File: config.mk
export PLATFORM = sky130hd
export DESIGN_NAME = length_prefixed_request_deframer
export DESIGN_NICKNAME = d
export VERILOG_FILES = /design/src/hdl/lpd_pkg.sv /design/src/hdl/lpd_slice.sv /design/src/hdl/lpd_core.sv /design/src/hdl/length_prefixed_request_deframer.sv
export VERILOG_INCLUDE_DIRS = /design/src /design/src/hdl
export SDC_FILE = /design/constraint.sdc
export NUM_CORES = 1
export LEC_CHECK = 0
export ABC_CLOCK_PERIOD_IN_PS = 7410
export BUFFER_PORTS_ARGS = -buffer_cell sky130_fd_sc_hd__buf_2
export CORE_MARGIN = 2
export CORE_UTILIZATION = 40
export CTS_CLUSTER_SIZE = 30
export DETAILED_ROUTE_END_ITERATION = 10
export MAX_ROUTING_LAYER = met4
export RECOVER_POWER = 50
export SYNTH_ARGS = -nofsm -noshare
export SYNTH_HDL_FRONTEND = slang
export SYNTH_HIERARCHICAL = 1
export SYNTH_SLANG_ARGS = --single-unit
File: constraint.sdc
create_clock -name i_clk -period 7.41 [get_ports i_clk]
set_clock_uncertainty 0.1 [all_clocks]
set_input_delay 0 -clock i_clk [delete_from_list [all_inputs] [get_ports i_clk]]
set_output_delay 0 -clock i_clk [all_outputs]
set_load 0.02 [all_outputs]
File: src/hdl/assert_macros.svh
// Assertion helpers used by the RTL.
`ifndef ASSERT_MACROS_SVH
`define ASSERT_MACROS_SVH

// Check a property on every rising clock edge while reset is released.
`define LPD_ASSERT(lbl, clk, rst_n, prop, msg) \
    lbl: assert property (@(posedge clk) disable iff (!(rst_n)) (prop)) else $error(msg);

// Check a property on every rising clock edge, reset included.
`define LPD_ASSERT_ALWAYS(lbl, clk, prop, msg) \
    lbl: assert property (@(posedge clk) (prop)) else $error(msg);

`endif

File: src/hdl/lpd_pkg.sv
`timescale 1ns / 1ps

package lpd_pkg;

    localparam int MAX_ARGS_DEFAULT = 1024;

    localparam int LEN_W  = 24;   // message length register and byte counters
    localparam int ARGC_W = 11;   // argument count
    localparam int IDX_W  = 10;   // argument index on the output

    // Result kinds
    localparam logic [1:0] KIND_HDR  = 2'd0;
    localparam logic [1:0] KIND_DATA = 2'd1;
    localparam logic [1:0] KIND_ERR  = 2'd2;

    // Error codes
    localparam logic [2:0] ERR_NONE     = 3'd0;
    localparam logic [2:0] ERR_TOO_LONG = 3'd1;
    localparam logic [2:0] ERR_TOO_MANY = 3'd2;
    localparam logic [2:0] ERR_TOO_SHORT = 3'd3;
    localparam logic [2:0] ERR_OVERRUN  = 3'd4;
    localparam logic [2:0] ERR_TRAILING = 3'd5;

    // Configuration register indexes
    localparam logic CFG_MAX_LEN  = 1'b0;
    localparam logic CFG_MAX_ARGC = 1'b1;

    localparam logic [LEN_W-1:0]  MAX_LEN_RESET  = 24'd4096;
    localparam logic [ARGC_W-1:0] MAX_ARGC_RESET = 11'd1024;

    typedef struct packed {
        logic [LEN_W-1:0]  max_len;
        logic [ARGC_W-1:0] max_argc;
    } t_cfg;

    // One result item; the fields other than kind and request_done keep their order in output tdata.
    typedef struct packed {
        logic [1:0]        kind;
        logic [2:0]        error_code;
        logic [ARGC_W-1:0] arg_count;
        logic              request_done;
        logic              arg_done;
        logic [IDX_W-1:0]  arg_index;
        logic [7:0]        data_out;
    } t_result;

    typedef struct packed {
        logic              in_err;
        logic [2:0]        sticky_error;
    } t_status;

endpackage

File: src/hdl/lpd_slice.sv
`timescale 1ns / 1ps

// Two-entry register slice: registered data and registered ready.
module lpd_slice #(
    parameter int WIDTH = 8
) (
    input  logic             i_clk,
    input  logic             i_rst_n,
    input  logic             i_valid,
    output logic             o_ready,
    input  logic [WIDTH-1:0] i_data,
    output logic             o_valid,
    input  logic             i_ready,
    output logic [WIDTH-1:0] o_data
);

    logic             r_valid;
    logic             r_skid_valid;
    logic [WIDTH-1:0] r_data;
    logic [WIDTH-1:0] r_skid_data;

    assign o_ready = !r_skid_valid;
    assign o_valid = r_valid;
    assign o_data  = r_data;

    always_ff @(posedge i_clk) begin
        if (!i_rst_n) begin
            r_valid      <= 1'b0;
            r_skid_valid <= 1'b0;
        end else if (i_ready || !r_valid) begin
            if (r_skid_valid) begin
                r_skid_valid <= 1'b0;
            end else begin
                r_valid <= i_valid;
            end
        end else if (i_valid && !r_skid_valid) begin
            r_skid_valid <= 1'b1;
        end
    end

    always_ff @(posedge i_clk) begin
        if (i_ready || !r_valid) begin
            r_data <= r_skid_valid ? r_skid_data : i_data;
        end else if (i_valid && !r_skid_valid) begin
            r_skid_data <= i_data;
        end
    end

endmodule

File: src/hdl/lpd_core.sv
`timescale 1ns / 1ps

// Per-byte framing state and result formation, one byte per enabled cycle.
module lpd_core #(
    parameter int MAX_ARGS = lpd_pkg::MAX_ARGS_DEFAULT
) (
    input  logic             i_clk,
    input  logic             i_rst_n,
    input  logic             i_fire,
    input  logic [7:0]       i_byte,
    input  lpd_pkg::t_cfg    i_cfg,
    output lpd_pkg::t_result o_result,
    output lpd_pkg::t_status o_status
);

    localparam int LW = lpd_pkg::LEN_W;
    localparam int AW = lpd_pkg::ARGC_W;
    localparam int ARGS_CAP_I = (MAX_ARGS > (2 ** AW) - 1) ? (2 ** AW) - 1 : MAX_ARGS;
    localparam logic [AW-1:0] ARGS_CAP = AW'(ARGS_CAP_I);

    localparam logic [2:0] PH_LEN    = 3'd0;
    localparam logic [2:0] PH_ARGC   = 3'd1;
    localparam logic [2:0] PH_ARGLEN = 3'd2;
    localparam logic [2:0] PH_DATA   = 3'd3;
    localparam logic [2:0] PH_ERR    = 3'd4;

    logic [2:0]    r_phase, n_phase;
    logic [1:0]    r_fbc, n_fbc;
    logic [23:0]   r_acc, n_acc;
    logic [LW-1:0] r_mbl, n_mbl;
    logic [AW-1:0] r_al, n_al;
    logic [AW-1:0] r_cur, n_cur;
    logic [LW-1:0] r_abl, n_abl;
    logic [AW-1:0] r_total, n_total;
    logic [2:0]    r_err, n_err;

    logic [31:0]   fld;
    logic          complete;
    logic [LW-1:0] mbl_c;
    logic [LW-1:0] abl_c;
    logic [AW-1:0] al_dec;
    logic [AW-1:0] limit;
    logic          do_after;
    logic [AW-1:0] after_al;
    logic [1:0]    kind;
    logic [lpd_pkg::IDX_W-1:0] idx;
    logic          a_done;
    logic          q_done;

    assign fld      = {i_byte, r_acc};
    assign complete = (r_fbc == 2'd3);
    assign mbl_c    = (r_mbl != '0) ? r_mbl - LW'(1) : r_mbl;
    assign abl_c    = (r_abl != '0) ? r_abl - LW'(1) : r_abl;
    assign al_dec   = (r_al != '0) ? r_al - AW'(1) : r_al;
    assign limit    = (i_cfg.max_argc < ARGS_CAP) ? i_cfg.max_argc : ARGS_CAP;

    always_comb begin
        n_phase  = r_phase;
        n_fbc    = r_fbc;
        n_acc    = r_acc;
        n_mbl    = r_mbl;
        n_al     = r_al;
        n_cur    = r_cur;
        n_abl    = r_abl;
        n_total  = r_total;
        n_err    = r_err;
        kind     = lpd_pkg::KIND_HDR;
        idx      = '0;
        a_done   = 1'b0;
        q_done   = 1'b0;
        do_after = 1'b0;
        after_al = '0;

        // shift the byte into the little-endian field in the field phases
        if (r_phase == PH_LEN || r_phase == PH_ARGC || r_phase == PH_ARGLEN) begin
            if (complete) begin
                n_fbc = 2'd0;
                n_acc = '0;
            end else begin
                n_fbc = r_fbc + 2'd1;
                unique case (r_fbc)
                    2'd0:    n_acc[7:0]   = i_byte;
                    2'd1:    n_acc[15:8]  = i_byte;
                    default: n_acc[23:16] = i_byte;
                endcase
            end
        end

        unique case (r_phase)
            PH_LEN: begin
                if (complete) begin
                    if (fld > {8'd0, i_cfg.max_len}) begin
                        n_err   = lpd_pkg::ERR_TOO_LONG;
                        n_phase = PH_ERR;
                    end else if (fld < 32'd4) begin
                        n_err   = lpd_pkg::ERR_TOO_SHORT;
                        n_phase = PH_ERR;
                    end else begin
                        n_mbl   = fld[LW-1:0];
                        n_phase = PH_ARGC;
                    end
                end
            end
            PH_ARGC: begin
                n_mbl = mbl_c;
                if (complete) begin
                    if (fld > {21'd0, limit}) begin
                        n_err   = lpd_pkg::ERR_TOO_MANY;
                        n_phase = PH_ERR;
                    end else begin
                        n_total  = fld[AW-1:0];
                        n_al     = fld[AW-1:0];
                        n_cur    = '0;
                        do_after = 1'b1;
                        after_al = fld[AW-1:0];
                    end
                end
            end
            PH_ARGLEN: begin
                idx   = r_cur[lpd_pkg::IDX_W-1:0];
                n_mbl = mbl_c;
                if (complete) begin
                    if (fld > {8'd0, mbl_c}) begin
                        n_err   = lpd_pkg::ERR_OVERRUN;
                        n_phase = PH_ERR;
                    end else if (fld == 32'd0) begin
                        a_done   = 1'b1;
                        n_al     = al_dec;
                        n_cur    = r_cur + AW'(1);
                        do_after = 1'b1;
                        after_al = al_dec;
                    end else begin
                        n_abl   = fld[LW-1:0];
                        n_phase = PH_DATA;
                    end
                end
            end
            PH_DATA: begin
                kind  = lpd_pkg::KIND_DATA;
                idx   = r_cur[lpd_pkg::IDX_W-1:0];
                n_mbl = mbl_c;
                n_abl = abl_c;
                if (abl_c == '0) begin
                    a_done   = 1'b1;
                    n_al     = al_dec;
                    n_cur    = r_cur + AW'(1);
                    do_after = 1'b1;
                    after_al = al_dec;
                end
            end
            default: begin
                n_phase = PH_ERR;
            end
        endcase

        // end of a count field or an argument: next argument, end, or error
        if (do_after) begin
            if (after_al == '0) begin
                if (mbl_c == '0) begin
                    q_done  = 1'b1;
                    n_phase = PH_LEN;
                end else begin
                    n_err   = lpd_pkg::ERR_TRAILING;
                    n_phase = PH_ERR;
                end
            end else if (mbl_c < LW'(4)) begin
                n_err   = lpd_pkg::ERR_OVERRUN;
                n_phase = PH_ERR;
            end else begin
                n_phase = PH_ARGLEN;
            end
        end

        if (n_phase == PH_ERR && n_err == lpd_pkg::ERR_NONE) begin
            n_err = lpd_pkg::ERR_OVERRUN;
        end
    end

    always_comb begin
        o_result.data_out = i_byte;
        if (n_phase == PH_ERR) begin
            o_result.kind         = lpd_pkg::KIND_ERR;
            o_result.error_code   = n_err;
            o_result.arg_count    = '0;
            o_result.request_done = 1'b0;
            o_result.arg_done     = 1'b0;
            o_result.arg_index    = '0;
        end else begin
            o_result.kind         = kind;
            o_result.error_code   = lpd_pkg::ERR_NONE;
            o_result.arg_count    = q_done ? n_total : '0;
            o_result.request_done = q_done;
            o_result.arg_done     = a_done;
            o_result.arg_index    = idx;
        end
    end

    assign o_status.in_err       = (r_phase == PH_ERR);
    assign o_status.sticky_error = r_err;

    always_ff @(posedge i_clk) begin
        if (!i_rst_n) begin
            r_phase <= PH_LEN;
            r_fbc   <= '0;
            r_acc   <= '0;
            r_mbl   <= '0;
            r_al    <= '0;
            r_cur   <= '0;
            r_abl   <= '0;
            r_total <= '0;
            r_err   <= lpd_pkg::ERR_NONE;
        end else if (i_fire) begin
            r_phase <= n_phase;
            r_fbc   <= n_fbc;
            r_acc   <= n_acc;
            r_mbl   <= n_mbl;
            r_al    <= n_al;
            r_cur   <= n_cur;
            r_abl   <= n_abl;
            r_total <= n_total;
            r_err   <= n_err;
        end
    end

endmodule

File: src/hdl/length_prefixed_request_deframer.sv
`timescale 1ns / 1ps
// A byte passes through the input slice register and then the result slice register on its way to the master side.
// Throughput: one byte per cycle while the result stream accepts, set by the single-pass framing update in lpd_core.
// Both stream sides are register slices, so a stalled output does not stop input at once.
// Reset (synchronous, active low): framing restarts at the message length field,
// the sticky error clears, the limits return to 4096 bytes and 1024 arguments.

`include "assert_macros.svh"

module length_prefixed_request_deframer #(
    parameter int MAX_ARGS = lpd_pkg::MAX_ARGS_DEFAULT
) (
    input  logic        i_clk,
    input  logic        i_rst_n,
    // configuration writes
    input  logic        i_cfg_valid,
    output logic        o_cfg_ready,
    input  logic        i_cfg_index,
    input  logic [23:0] i_cfg_data,
    // input byte stream
    input  logic        s_axis_tvalid,
    output logic        s_axis_tready,
    input  logic [7:0]  s_axis_tdata,   // [7:0] byte_in
    // result stream
    output logic        m_axis_tvalid,
    input  logic        m_axis_tready,
    output logic [39:0] m_axis_tdata,   // [7:0] data_out, [17:8] arg_index, [18] arg_done,
                                        // [29:19] arg_count, [32:30] error_code, rest zero
    output logic        m_axis_tlast,   // request_done
    output logic [1:0]  m_axis_tuser    // kind
);

    localparam int RES_W = $bits(lpd_pkg::t_result);

    lpd_pkg::t_cfg    r_cfg;
    lpd_pkg::t_result core_res;
    lpd_pkg::t_result out_res;
    lpd_pkg::t_status core_st;

    logic             in_valid;
    logic [7:0]       in_byte;
    logic             res_ready;
    logic             fire;
    logic [RES_W-1:0] out_bits;

    // Configuration: always ready, write the addressed limit.
    assign o_cfg_ready = 1'b1;

    always_ff @(posedge i_clk) begin
        if (!i_rst_n) begin
            r_cfg.max_len  <= lpd_pkg::MAX_LEN_RESET;
            r_cfg.max_argc <= lpd_pkg::MAX_ARGC_RESET;
        end else if (i_cfg_valid) begin
            unique case (i_cfg_index)
                lpd_pkg::CFG_MAX_LEN:  r_cfg.max_len  <= i_cfg_data;
                lpd_pkg::CFG_MAX_ARGC: r_cfg.max_argc <= i_cfg_data[lpd_pkg::ARGC_W-1:0];
            endcase
        end
    end

    // Input slice: hold incoming bytes so tready is a register.
    lpd_slice #(
        .WIDTH(8)
    ) u_in_slice (
        .i_clk   (i_clk),
        .i_rst_n (i_rst_n),
        .i_valid (s_axis_tvalid),
        .o_ready (s_axis_tready),
        .i_data  (s_axis_tdata),
        .o_valid (in_valid),
        .i_ready (res_ready),
        .o_data  (in_byte)
    );

    // Advance the framing state whenever a byte moves into the result slice.
    assign fire = in_valid && res_ready;

    lpd_core #(
        .MAX_ARGS(MAX_ARGS)
    ) u_core (
        .i_clk    (i_clk),
        .i_rst_n  (i_rst_n),
        .i_fire   (fire),
        .i_byte   (in_byte),
        .i_cfg    (r_cfg),
        .o_result (core_res),
        .o_status (core_st)
    );

    // Result slice: the result register in front of the master side.
    lpd_slice #(
        .WIDTH(RES_W)
    ) u_out_slice (
        .i_clk   (i_clk),
        .i_rst_n (i_rst_n),
        .i_valid (in_valid),
        .o_ready (res_ready),
        .i_data  (core_res),
        .o_valid (m_axis_tvalid),
        .i_ready (m_axis_tready),
        .o_data  (out_bits)
    );

    assign out_res = lpd_pkg::t_result'(out_bits);

    // Pack the result fields, data_out in the lowest bits.
    assign m_axis_tdata = {7'd0, out_res.error_code, out_res.arg_count, out_res.arg_done,
                           out_res.arg_index, out_res.data_out};
    assign m_axis_tlast = out_res.request_done;
    assign m_axis_tuser = out_res.kind;

    // An error result carries a code, and only an error result does.
    `LPD_ASSERT(a_err_code_kind, i_clk, i_rst_n, !m_axis_tvalid || ((m_axis_tuser == lpd_pkg::KIND_ERR) == (m_axis_tdata[32:30] != lpd_pkg::ERR_NONE)), "error code and kind disagree")
    // A completed request is never reported on an error result.
    `LPD_ASSERT(a_done_kind, i_clk, i_rst_n, !(m_axis_tvalid && m_axis_tlast) || (m_axis_tuser != lpd_pkg::KIND_ERR), "request_done on an error result")
    // Once in error, stay in error until reset.
    `LPD_ASSERT(a_err_sticky, i_clk, i_rst_n, core_st.in_err |=> core_st.in_err, "error state left without reset")
    // The error state always holds a nonzero code.
    `LPD_ASSERT(a_err_has_code, i_clk, i_rst_n, !core_st.in_err || (core_st.sticky_error != lpd_pkg::ERR_NONE), "error state without code")

endmodule
==> results.cfg <==
[status]
status = complete, but fails checks
failed_checks = capacitance limit, slew limit

[worst_setup_path]
path_delay_family = simple AND/OR/NAND/NOR gates
cp.required_ns = 7.60
slowest_stage = o21ai_1
path_cells = inv_1 -> ha_1 -> or4b_2 -> or3_1 -> o21ai_0 -> nor3_1 -> xnor2_1 -> ha_1 -> nand4_1 -> or3_1 -> o221a_2 -> o2111ai_1 -> a311oi_1 -> o21ai_1 -> nand2_2 -> and3_1 -> mux2_2
critPathKind = reg2reg
worstPathMaxFanout = 17
cp.arrival_ns = 6.74
startpoint_type = register
crit_path_end_kind = register
path_buf_inv = 1
slowest_delay_ns = 0.89

[floorplanning]
rows = 69
start_util_pct = 40.3
die_area_mm2 = 0.0371
ios = 84
die_h_um = 193
die_x_um = 193
core_area_mm2 = 0.0353

[global_routing]
grt.overflow.total = 0
grt_max_degree = 83
antenna_found_initial = 0
grt.total_usage_pct = 22.8
grt_pass1_vias = 11800
grt_pass1_wl_um = 64900

[power_and_ir_drop]
irDropWorstVdd_mv = 0.166
seqPwrFrac_pct = 43.9
leakagePower_nw = 6.14
p_total_mw = 3.23
switching_share_pct = 26.9
power.internal_mw = 2.36
p_sw_uw = 869
p_comb_share_pct = 13.2
power.clock.fraction_pct = 42.9
p_per_area_mw_per_mm2 = 199

[finish]
areaGrowthSynthToFinish_pct = 13.9
final_area_mm2 = 0.0162
fin_nets = 1810
drive_above_1_share_pct = 9.61
antenna_cells = 0
final_cell_mix = 238 x nand2_1, 151 x dfxtp_1, 116 x nor2_1
layout_commonest_cell = nand2_1

[placed_design]
placed_cell_area_mm2 = 0.0148
io_buffers = 75
gp_congestion = 0.935
place_hpwl_um = 28100

[timing]
rsz0062_at_grt = false
hold_slack_ns = 0.0881
max_freq_mhz = 153
worst_pin_slew_ns = 3.26
slew_headroom_pct = -118
hold_viol_final = 0
fin_crit_sh_pct = 88.5
maxSlewViolCount = 261
tns_ns = 0
period_needed_ns = 6.56
setup_viol = 0

[drt]
ant_nets = 0
first_pass_iters = 7
vias = 12500
vias_per_cell = 5.73
drt_iter0_markers = 1034
wirelength_um = 41600
drcViolationCount = 0
wl_per_cell_um = 19.0

[clocking]
cts_resized = 0
numCtsBuffers = 28
root_buffer = clkbuf_16
clock_latency_ns = 0.56
ctsHtreeMaxLevel = 1
clock_sinks = 239
clk_pin_slew_ns = 0.06
cts_hold_buf = 61
cts_tree = done
cts-root-to-sink-buffers = 3
cts_setup_buffers = 0

[synthesis]
yosysWarnings = 6
postSynthAreaPerCell_um2 = 8.78
netlist_instances = 1622
synth_area_mm2 = 0.0142

[worst_hold_path]
hold_path_class = in2reg

[job]
maxCapViolCount = 5
==> layer usage <==
metal | vias to the layer above | wire, um | share of wire [%] | GRT usage [%]
li1 | 6083 | - | - | -
met1 | 5982 | 18700 | 45 | 29.6
met2 | 355 | 18900 | 45 | 36.3
met3 | 109 | 2140 | 5.1 | 2.89
met4 | 0 | 1920 | 4.6 | 8.81
met5 | - | 0 | 0 | -
==> path summary, 6_finish.rpt <==
check / from / end / slack [ns] / depth (start not counted)
max: u_core/r_mbl[0] / u_out_slice/o_data[15] / 0.85 / 17
min: s_axis_tdata[2] / u_in_slice/r_skid_data[2] / 0.09 / 2
max reg2reg: u_core/r_mbl[0] / u_out_slice/o_data[15] / 0.85 / 17
min reg2reg: u_core/r_total[9] / u_core/r_total[9] / 0.35 / 2
==> state kept, by name, indices dropped and copies added, names as in the netlist, 2 cells and up <==
name / cells
u_core/r_cur: 10
u_out_slice/r_skid_data: 36
u_core/r_mbl: 24
u_core/r_total: 11
u_core/r_err: 3
u_out_slice/o_data: 36
u_core/r_al: 11
u_core/r_abl: 24
u_in_slice/r_skid_data: 8
r_cfg: 35
u_in_slice/o_data: 8
u_core/r_fbc: 2
u_core/r_acc: 24
u_core/r_phase: 3
==> area by class of cell <==
| cell class | instances | area, um^2 |
|---|---|---|
| Clock buffer | 38 | 779 |
| Multi-Input combinational cell | 1223 | 7780 |
| Tap cell | 461 | 577 |
| Clock inverter | 14 | 141 |
| Timing Repair Buffer | 157 | 1080 |
| Inverter | 56 | 210 |
| Fill cell | 3425 | 19100 |
| Sequential cell | 239 | 5670 |
==> metrics by stage <==
stage / instances / setup WS, ns / util [%]
after detailed placement: 2075 / 0.964 / 41.9
final: 2188 / 0.855 / 46.0
after CTS: 2188 / 0.931 / 46.3
after floorplan: 1628 / 2.15 / -
after global placement: 2075 / 1.05 / 41.9
after global routing: 2188 / 0.408 / 46.0
==> worst register-to-register path: stages (launching register included) <==
cell and delay [ns]:
dfxtp_1 0.37, inv_1 0.14, ha_1 0.16, or4b_2 0.67, or3_1 0.39, o21ai_0 0.61
nor3_1 0.13, xnor2_1 0.19, ha_1 0.31, nand4_1 0.11, or3_1 0.37, o221a_2 0.28
o2111ai_1 0.33, a311oi_1 0.15, o21ai_1 0.89, nand2_2 0.45, and3_1 0.36, mux2_2 0.27
==> power by group through the flow <==
stage | registers [mW] | logic [mW] | clock network (mW)
2_1_floorplan | 1.45 | 0.282 | 0
3_3_place_gp | 1.45 | 0.393 | 0
3_5_place_dp | 1.45 | 0.397 | 0
4_1_cts | 1.42 | 0.423 | 1.41
5_1_grt | 1.42 | 0.471 | 1.46
6_report | 1.42 | 0.427 | 1.38
(Power assumes the default switching activity.)
